<file path="src/s2wc_pkg.sv">
package s2wc_pkg;

  localparam int MAX_KERNEL = 7;
  localparam int MAX_WIDTH  = 1024;
  localparam int MAX_HEIGHT = 1024;
  localparam int LINE_SLOTS = MAX_KERNEL - 1;
  localparam int COEF_COUNT = MAX_KERNEL * MAX_KERNEL;

  localparam int PIX_W  = 16;
  localparam int SUM_W  = 40;
  localparam int KW     = 3;
  localparam int DIM_W  = 11;
  localparam int POS_W  = 10;
  localparam int AGE_W  = $clog2(MAX_KERNEL);
  localparam int DW     = $clog2((MAX_KERNEL - 1) / 2 + 1);
  localparam int CIDX_W = $clog2(COEF_COUNT);

  typedef enum logic [1:0] {
    CMD_LOAD  = 2'd0,
    CMD_PIXEL = 2'd1,
    CMD_PAD   = 2'd2,
    CMD_NOP   = 2'd3
  } cmd_t;

  typedef enum logic [1:0] {
    REG_KERNEL = 2'd0,
    REG_HEIGHT = 2'd1,
    REG_WIDTH  = 2'd2
  } reg_idx_t;

  typedef logic [PIX_W-1:0] pix_t;
  typedef pix_t [MAX_KERNEL-1:0] col_vec_t;
  typedef pix_t [COEF_COUNT-1:0] coef_bank_t;

  // clamped frame geometry
  typedef struct packed {
    logic [KW-1:0]    kk;
    logic [DW-1:0]    reach;
    logic [DIM_W-1:0] h;
    logic [DIM_W-1:0] w;
  } geom_t;

  typedef struct packed {
    logic             emit;
    logic             last;
    logic             frame_end;
    logic             rowstart;
    logic [POS_W-1:0] row;
    logic [POS_W-1:0] col;
  } tag_t;

  typedef struct packed {
    logic adv;
    logic load;
    logic rowstart;
  } cell_ctrl_t;

  typedef struct packed {
    logic signed [SUM_W-1:0] sum;
    logic [POS_W-1:0]        row;
    logic [POS_W-1:0]        col;
    logic                    last;
    logic                    frame_end;
  } result_t;

endpackage

</file>
<file path="src/s2wc_outq.sv">
module s2wc_outq import s2wc_pkg::*; (
  input  logic    clk,
  input  logic    rst,
  input  logic    push,
  input  result_t din,
  output logic    full,
  output logic    result_valid,
  input  logic    result_stall,
  output result_t dout
);

  result_t    entry [2];
  logic       wp, rp;
  logic [1:0] count;
  logic       pop;

  assign result_valid = count != '0;
  assign full         = count == 2'd2;
  assign pop          = result_valid && !result_stall;
  assign dout         = entry[rp];

  always_ff @(posedge clk) begin
    if (rst) begin
      wp    <= 1'b0;
      rp    <= 1'b0;
      count <= '0;
    end else begin
      if (push) begin
        wp <= !wp;
      end
      if (pop) begin
        rp <= !rp;
      end
      count <= count + {1'b0, push} - {1'b0, pop};
    end
  end

  always_ff @(posedge clk) begin
    if (push) begin
      entry[wp] <= din;
    end
  end

endmodule

</file>
<file path="config.mk">
export PLATFORM = sky130hd
export DESIGN_NAME = s2wc_outq
export DESIGN_NICKNAME = d
export VERILOG_FILES = /design/src/s2wc_pkg.sv /design/src/s2wc_outq.sv
export SDC_FILE = /design/constraint.sdc
export NUM_CORES = 1
export LEC_CHECK = 0
export BUFFER_PORTS_ARGS = -buffer_cell sky130_fd_sc_hd__buf_2
export CAP_MARGIN = 20
export CORE_AREA = 2 2 102 104
export CTS_CLUSTER_DIAMETER = 30
export DETAILED_ROUTE_END_ITERATION = 6
export DIE_AREA = 0 0 104 106
export PLACE_DENSITY = 0.78
export SYNTH_ARGS = -nofsm -noshare
export SYNTH_HDL_FRONTEND = slang
export SYNTH_SLANG_ARGS = --single-unit
</file>
<file path="constraint.sdc">
create_clock -name clk -period 4.5 [get_ports clk]
set_input_delay 0.9 -clock clk [delete_from_list [all_inputs] [get_ports clk]]
set_output_delay 0.9 -clock clk [all_outputs]
set_load 0.02 [all_outputs]
</file>
# Word-level counts from Yosys, hierarchy flattened
# Memory sizes are Yosys's and may differ from the RTL's. A register that Yosys moved wholly into a read port is not among the register bits.
# Index checks and enable logic that the tools add are counted.
# classes
add_sub_neg	2
multipliers	0
div	0
order_cmp	0
n_eq_ne	1
shift	0
n_mux	4
bitwise_logic	0
reduce_logical	5
# ops
op	count
$mux W1	4
$logic_not A1 Y1	3
$add A2 B1 Y2	1
$eq A2 B2 Y1 const B	1
$reduce_bool A2 Y1	1
$sub A2 B1 Y2	1
$logic_and A1 B1 Y1	1
# word_totals
regBits	4
latch_bits	0
ramBits	124
rom_bits	0
inputBits	66
output_inout_bits	64
elab_cells	16
memories	1
# memory_table
name	depth	width	read_ports	rd_clocked_by_memory_dff	write_ports	line_no	source
entry	2	62	1	1	1	s2wc_outq.sv:12	result_t entry [2];

# Depth between registers and ports, before layout
# Gate-level depths: netlist of the first run.
# depth
depth_word	4
mapped_depth	6
depth_no_buf	6

# Least setup slack after synthesis of the first run
# No wires, ideal clock.
# synth_path
path_type	input port to flip-flop
start	input port push
end	memory entry[0][0] in the netlist's numbering, enable pin
t_arrival_ps	3629
required_time_ps	4010
setup_slack_ps	381
path_stages	1
path_cell_list	nor2b_1
# synth_between
elab_chain_len	2
# synth_rtl
element	line_no	source
from (decl)	s2wc_outq.sv:4	input logic push,
$mux W1	s2wc_outq.sv:39	if (push) begin
$mux W1 (implied by the code)	s2wc_outq.sv:40	entry[wp] <= din;
to (decl)	s2wc_outq.sv:12	
# No other way between the ends.

==> impl_metrics.json, run 1 <==
{
  "status": "complete, no violations",
  "cap_viol_max_count": 0,
  "synth_nets": 284,
  "cp_slowest_cell": "dfxtp_4",
  "synth.distinct_cells": 16,
  "hold_buffers": 0,
  "synthCells": 216,
  "grt_pass1_vias": 2559,
  "grt_setup_unrepaired": "no",
  "place_congestion": 0.722,
  "fin_nets": 429,
  "finalCritPeriodShare_pct": 68.3,
  "clk-insertion-delay-late_ns": 0.50,
  "worstHoldPathType": "in2reg",
  "endpoint_kind": "output port",
  "tns_ns": 0,
  "clockRootBuffer": "clkbuf_8",
  "layout_commonest_cell": "buf_2",
  "cts_buffers": 17,
  "insertedDiodeCount": 0,
  "die_h_um": 106,
  "final-max-slew-violation-count": 0,
  "final_cell_mix": "129 x buf_2, 124 x edfxtp_1, 60 x mux2_4",
  "grt_pass1_wl_mm": 12.8,
  "gr-usage-all-layers_pct": 15.7,
  "startpoint_type": "flop",
  "yosys_warnings": 0,
  "fp.dieW_um": 104,
  "final_core_util_pct": 63.2,
  "crit_path_max_incr_delay_ns": 0.74,
  "ioPinCount": 130,
  "hold-worst-slack_ns": 0.576,
  "cp.required_ns": 3.60,
  "hold_viol_final": 0,
  "path_max_fanout": 32,
  "ant_nets": 0,
  "first_iter_violations": 97,
  "initial_core_util_pct": 50.2,
  "fmax_mhz": 325,
  "syn_area_mm2": 0.00502,
  "antenna_found_initial": 1,
  "drc": 0,
  "postCtsResizedCells": 0,
  "power_w": 0.00352,
  "p_leak_nw": 2.53,
  "htree_num_levels": 4,
  "routed_wirelength_mm": 8.19,
  "maxSlewHeadroom_pct": 42.7,
  "ys_ff_latch": 129,
  "tightest_slew_ns": 0.859,
  "hpwlAfterDp_mm": 5.30,
  "arrival_ns": 2.17,
  "drive_gt1_share_pct": 60.9,
  "fp-row-count": 37,
  "core_mm2": 0.0100,
  "vias": 2437,
  "p_per_area_mw_per_mm2": 557,
  "vias_per_cell": 4.79,
  "worst-setup-path-type": "reg2out",
  "first_pass_iters": 4,
  "postCtsSetupRepairBufs": 0,
  "cts.clk_slew.worst_paths_ns": 0.05,
  "clock_path_buffers": 2,
  "path_cells": "buf_4, mux2_4, buf_2",
  "finClkSkew_ns": 0.00389,
  "ys_seq_area_share_pct": 76.1,
  "min_period_ns": 3.07,
  "cts_tree": "yes",
  "ir_drop_v": 0.000299,
  "io_buffers": 129,
  "overflow": 0,
  "dieArea_mm2": 0.0110,
  "grt_max_degree": 63,
  "cts_sinks": 129,
  "routedWlPerCell_um": 16.1,
  "setup-violations-final": 0,
  "syn_to_final_growth_pct": 25.8,
  "avgSynthCellArea_um2": 23.3
}
critical path, delay by kind of cell (launching register included):
kind,cells,cell delay (ns)
buffers and inverters,2,0.58
multiplexers,1,0.34
flip-flops,1,0.74
path summary, 6_finish.rpt:
kind	start	end	slack [ns]	cells after the start
max	flop	dout[44]	1.43	3
min	din[11]	entry[1][11]$_DFFE_PP_	0.58	1
max reg2reg	wp$_SDFFE_PP0P_	entry[0][16]$_DFFE_PP_	2.73	2
min reg2reg	rp$_SDFFE_PP0P_	flop	0.60	2
final cells by class:
| cell class | instances | area (µm²) |
|---|---|---|
| Multi-Input combinational cell | 78 | 1070 |
| Timing Repair Buffer | 133 | 676 |
| Tap cell | 136 | 170 |
| Clock buffer | 20 | 425 |
| Sequential cell | 129 | 3830 |
| Fill cell | 772 | 3680 |
| Inverter | 2 | 7.51 |
| Clock inverter | 11 | 140 |
metal layers:
| metal | track usage, % | share of wire [%] |
|---|---|---|
| met3 | 6.38 | 7.4 |
| met5 | 0 | 0.17 |
| met2 | 25.8 | 50 |
| met4 | 7.24 | 1.3 |
| met1 | 18.0 | 41 |
through the flow:
step                worst slack [ns]  area (µm²)  cells
finish                          1.43        6320    509
global route                    1.31        6320    509
CTS                             1.36        6320    509
detailed placement              1.93        5750    478
global placement                1.93        5750    478
floorplan                      0.381        5020    216
flip-flops by register name, indices dropped and copies added, names as in the netlist, named ones only:
signal	flops
count	2
entry	124
rp	1
wp	1
cells by family (layout without fill, tap and decap cells):
group,after synthesis,count (layout),share of synthesized area (%)
and+or+nand+nor,9,9,0.971
muxes,64,64,18.8
DFF,129,129,76.1
adders and majority gates,2,2,0.498
AOI/OAI and AO/OA,1,1,0.199
xor gates and xnor gates,2,2,0.623
buffers and inverters,9,166,2.76
synth_stat cells (all sizes together):
master	count	area, µm²
edfxtp	124	3720
mux2	64	946
buf	7	131
dfxtp	5	100
nor2b	4	25.0
nor2	3	11.3
ha	2	25.0
inv	2	7.51
and2	1	6.26
o21ba	1	10.0
or2	1	6.26
xnor2	1	8.76
xnor3	1	22.5
power breakdown:
part / total (W) / internal, W / switching [W]
logic: 0.000734 / 0.000369 / 0.000365
registers: 0.00149 / 0.00141 / 0.0000749
clock network: 0.00130 / 0.000834 / 0.000462
No activity file was read; power rests on OpenSTA's default activity.
==> run 2: changes to the inputs <==
CORE_AREA = 2 2 107 109   (was 2 2 102 104)
DIE_AREA = 0 0 109 111   (was 0 0 104 106)
PLACE_DENSITY = 0.75   (was 0.78)
clock period = 2.5 ns   (was 4.5 ns; I/O delays follow)
==> run 2 against run 1 <==
Effect of this change: worst hold slack worse by 0.29 ns; clock skew increased by 0.0027 ns; cell count up 2.0%; largest cell class unchanged; die area is 9.8% higher; critical path type unchanged.
==> impl_metrics.json, run 2 (same netlist as run 1, synthesis figures left out) <==
{
  "grt_use_met3_pct": 6.06,
  "fmax_mhz": 475,
  "hpwlAfterDp_mm": 5.37,
  "drc": 0,
  "fin_ws_ns": 0.395,
  "top_usage_layer": "met2",
  "layout_commonest_cell": "buf_2",
  "final-max-slew-violation-count": 0,
  "status": "complete, no violations",
  "first_iter_violations": 121,
  "hold_viol_final": 0,
  "final_area_mm2": 0.00636,
  "min_period_ns": 2.11,
  "gr-usage-all-layers_pct": 14.4,
  "fp-row-count": 39,
  "clk-insertion-delay-late_ns": 0.39,
  "startpoint_type": "flop",
  "grt_pass1_wl_mm": 12.7,
  "top_register": "entry",
  "dieArea_mm2": 0.0121,
  "ioPinCount": 130,
  "die_h_um": 111,
  "antenna_found_initial": 1,
  "cts_buffers": 17,
  "postCtsSetupRepairBufs": 0,
  "syn_to_final_growth_pct": 26.7,
  "place_congestion": 0.687,
  "cp.required_ns": 2.00,
  "finClkSkew_ns": 0.00661,
  "worst-setup-path-type": "reg2out",
  "vias_per_cell": 4.77,
  "path_max_fanout": 41,
  "grt_max_degree": 42,
  "fin_nets": 431,
  "met1_usage_pct": 16.4,
  "arrival_ns": 1.61,
  "ir_drop_v": 0.000629,
  "p_leak_nw": 2.55,
  "maxSlewHeadroom_pct": 69.5,
  "setup-violations-final": 0,
  "dpl_cell_area_mm2": 0.00579,
  "tightest_slew_ns": 0.457,
  "vias": 2474,
  "worstHoldPathType": "in2reg",
  "final_cell_mix": "129 x buf_2, 124 x edfxtp_1, 60 x mux2_4",
  "cap_viol_max_count": 0,
  "finalCritPeriodShare_pct": 84.2,
  "overflow": 0,
  "routedWlPerCell_um": 15.8,
  "post_layout_nonfiller_instances": 519,
  "cts_sinks": 129,
  "postCtsResizedCells": 0,
  "routed_wirelength_mm": 8.19,
  "ant_nets": 0,
  "endpoint_kind": "output port",
  "insertedDiodeCount": 0,
  "largest_reg_flops": 124,
  "gr-usage-met2_pct": 24.0,
  "cts.clk_slew.worst_paths_ns": 0.05,
  "tns_ns": 0,
  "dp.cells": 487,
  "clockRootBuffer": "clkbuf_16",
  "hold-worst-slack_ns": 0.289,
  "top_regs": "entry (124), count (2)",
  "p_per_area_mw_per_mm2": 1000,
  "grt_pass1_vias": 2545,
  "hold_buffers": 0,
  "initial_core_util_pct": 45.4,
  "core_mm2": 0.0111,
  "first_pass_iters": 5,
  "cts_tree": "yes",
  "fp.dieW_um": 109,
  "pre_cts_ws_ns": 0.780,
  "io_buffers": 129,
  "drive_gt1_share_pct": 60.4,
  "grt_setup_unrepaired": "no",
  "htree_num_levels": 4,
  "clock_path_buffers": 2
}
## run 2: cell types whose count changed in the layout (fill, tap and decap cells not counted)
cell	delta
clkinv_1	+4
clkinvlp_4	-2
and2_2	+1
and2_4	-1
buf_12	+1
buf_4	+1
clkbuf_1	-1
clkbuf_16	+1
clkbuf_8	-1
clkinv_2	-1
clkinv_4	+1
## run 2: final cells by class
| class | instances | area [µm²] |
|---|---|---|
| clock buffer | 19 | 433 |
| clock inverter | 13 | 144 |
| fill | 856 | 4710 |
| inverter | 2 | 7.51 |
| multi-input combinational | 78 | 1070 |
| sequential | 129 | 3830 |
| tap | 143 | 179 |
| timing repair buffer | 135 | 703 |
## run 2: worst paths after layout
| path | depth (start not counted) | from | slack, ns | to |
|---|---|---|---|---|
| setup / recovery | 3 | flop | 0.39 | dout[0] |
| setup reg to reg | 6 | count[1]$_SDFF_PP0_ | 1.06 | count[1]$_SDFF_PP0_ |
| hold / removal | 1 | din[0] | 0.29 | entry[1][0]$_DFFE_PP_ |
| hold reg to reg | 2 | rp$_SDFFE_PP0P_ | 0.58 | rp$_SDFFE_PP0P_ |
## run 2: metal layers
layer,part of all wire [%],up-vias
met1,40,1224
met3,6.8,13
li1,-,1144
met5,0.15,-
met4,1.5,2
met2,52,91
## run 2: critical path: stages, from the launching register on
cell     delay (ns)
dfxtp_4        0.35
buf_12         0.29
mux2_2         0.38
buf_2          0.16
## run 2: power by group
group | internal [W] | switching, W
sequential | 0.00254 | 0.0000533
combinational | 0.000679 | 0.000740
clock | 0.00155 | 0.000814
## run 2: through the flow
| step | power (W) | util, % |
|---|---|---|
| CTS | 0.00646 | 57.4 |
| global placement | 0.00404 | 52.2 |
| global route | 0.00666 | 57.4 |
| floorplan | 0.00379 | - |
| detailed placement | 0.00408 | 52.2 |
| finish | 0.00638 | 57.4 |
==> run 3: changes to the inputs <==
CORE_AREA = 2 2 102 104   (was 2 2 107 109)
DIE_AREA = 0 0 104 106   (was 0 0 109 111)
PLACE_DENSITY = 0.78   (was 0.75)
clock period = 2.2 ns   (was 2.5 ns; I/O delays follow)
==> run 3 against run 2 <==
Effect of this change: clock skew is essentially flat; non-clock buffer count up 5; core utilization up 8.0 points; sequential share of layout area decreased by 1.6 points; clock power increased by 15%; power increased by 17%; register-to-register slack worse by 0.30 ns; largest power group unchanged.
==> impl_metrics.json, run 3 (same netlist as run 1, synthesis figures left out) <==
{
  "clock_path_buffers": 2,
  "post_layout_nonfiller_instances": 517,
  "fp-row-count": 37,
  "vias": 2487,
  "dpl_cell_area_mm2": 0.00582,
  "place_congestion": 0.693,
  "top_regs": "entry (124), count (2)",
  "cap_viol_max_count": 0,
  "cts_buffers": 17,
  "clk-insertion-delay-late_ns": 0.51,
  "final_area_mm2": 0.00654,
  "p_leak_nw": 2.63,
  "layout_commonest_cell": "edfxtp_1",
  "routedWlPerCell_um": 16.2,
  "path_max_fanout": 15,
  "cp.required_ns": 1.76,
  "drc": 0,
  "status": "complete, no violations",
  "p_per_area_mw_per_mm2": 1140,
  "ant_nets": 0,
  "routed_wirelength_mm": 8.40,
  "tightest_slew_ns": 0.349,
  "initial_core_util_pct": 50.2,
  "fp.dieW_um": 104,
  "dp.cells": 479,
  "worstHoldPathType": "in2reg",
  "hold_buffers": 0,
  "grt_max_degree": 62,
  "insertedDiodeCount": 0,
  "finClkSkew_ns": 0.00675,
  "setup-violations-final": 0,
  "hpwlAfterDp_mm": 5.34,
  "cts.clk_slew.worst_paths_ns": 0.06,
  "power_w": 0.00746,
  "largest_reg_flops": 124,
  "gr-usage-all-layers_pct": 15.2,
  "first_pass_iters": 4,
  "overflow": 0,
  "die_h_um": 106,
  "clockRootBuffer": "clkbuf_8",
  "pre_cts_ws_ns": 0.548,
  "final_cell_mix": "124 x edfxtp_1, 121 x buf_2, 61 x mux2_4",
  "top_register": "entry",
  "fin_nets": 436,
  "finalCritPeriodShare_pct": 97.5,
  "endpoint_kind": "output port",
  "maxSlewHeadroom_pct": 76.7,
  "ir_drop_v": 0.000671,
  "io_buffers": 129,
  "grt_pass1_wl_mm": 12.4,
  "drive_gt1_share_pct": 61.7,
  "startpoint_type": "flop",
  "cts_sinks": 129,
  "vias_per_cell": 4.81,
  "syn_to_final_growth_pct": 30.2,
  "core_mm2": 0.0100,
  "dieArea_mm2": 0.0110,
  "grt_setup_unrepaired": "yes",
  "fin_ws_ns": 0.0558,
  "fmax_mhz": 466,
  "ioPinCount": 130,
  "antenna_found_initial": 0,
  "min_period_ns": 2.14,
  "final-max-slew-violation-count": 0,
  "arrival_ns": 1.70,
  "worst-setup-path-type": "reg2out",
  "htree_num_levels": 4,
  "cts_tree": "yes",
  "first_iter_violations": 77,
  "grt_pass1_vias": 2464,
  "hold_viol_final": 0
}
## run 3: repair_timing
action / CTS / global route
setup buffers: 0 / 4
endpoints found under the setup margin: 10 / 54
resized for setup: 8 / 9
gates cloned: 0 / 2
## run 3: where the power goes
part	internal, W	leakage [nW]	total, W	switching [W]
Combinational	0.000910	1.14	0.00177	0.000859
Sequential	0.00289	1.21	0.00298	0.0000901
Clock	0.00172	0.276	0.00271	0.000994
## run 3: worst max-delay path, stage by stage, from the launching register on
cell and delay, ns:
dfxtp_4 0.47, clkbuf_16 0.25, mux2_4 0.31, buf_2 0.16
## run 3: layout make-up
| type | count | area [µm²] |
|---|---|---|
| clock buffer | 18 | 418 |
| clock inverter | 14 | 165 |
| fill | 719 | 3460 |
| inverter | 2 | 7.51 |
| multi-input combinational | 78 | 1070 |
| sequential | 129 | 3830 |
| tap | 136 | 170 |
| timing repair buffer | 140 | 880 |
## run 3: path summary, 6_finish.rpt
| path | from | endpoint | slack, ns | cells after the start |
|---|---|---|---|---|
| max | flop | dout[11] | 0.06 | 3 |
| min | din[14] | entry[0][14]$_DFFE_PP_ | 0.11 | 1 |
| max reg2reg | count[1]$_SDFF_PP0_ | count[1]$_SDFF_PP0_ | 0.76 | 6 |
| min reg2reg | rp$_SDFFE_PP0P_ | rp$_SDFFE_PP0P_ | 0.58 | 2 |
## run 3: routing by layer
metal / vias up / global-route usage (%) / wire (µm)
met5: - / 0 / 0
met4: 0 / 6.85 / 149
li1: 1162 / - / -
met3: 10 / 5.95 / 464
met2: 81 / 24.9 / 4330
met1: 1234 / 17.8 / 3450
## run 3: per-stage QoR
step           utilization [%]  hold slack (ns)  TNS (ns)
3_5_place_dp              58.2            0.577         0
5_1_grt                   65.4           0.0880  -0.00943
6_report                  65.4            0.114         0
3_3_place_gp              58.2            0.554         0
2_1_floorplan                -            0.512         0
4_1_cts                   64.3           0.0859   -0.0341
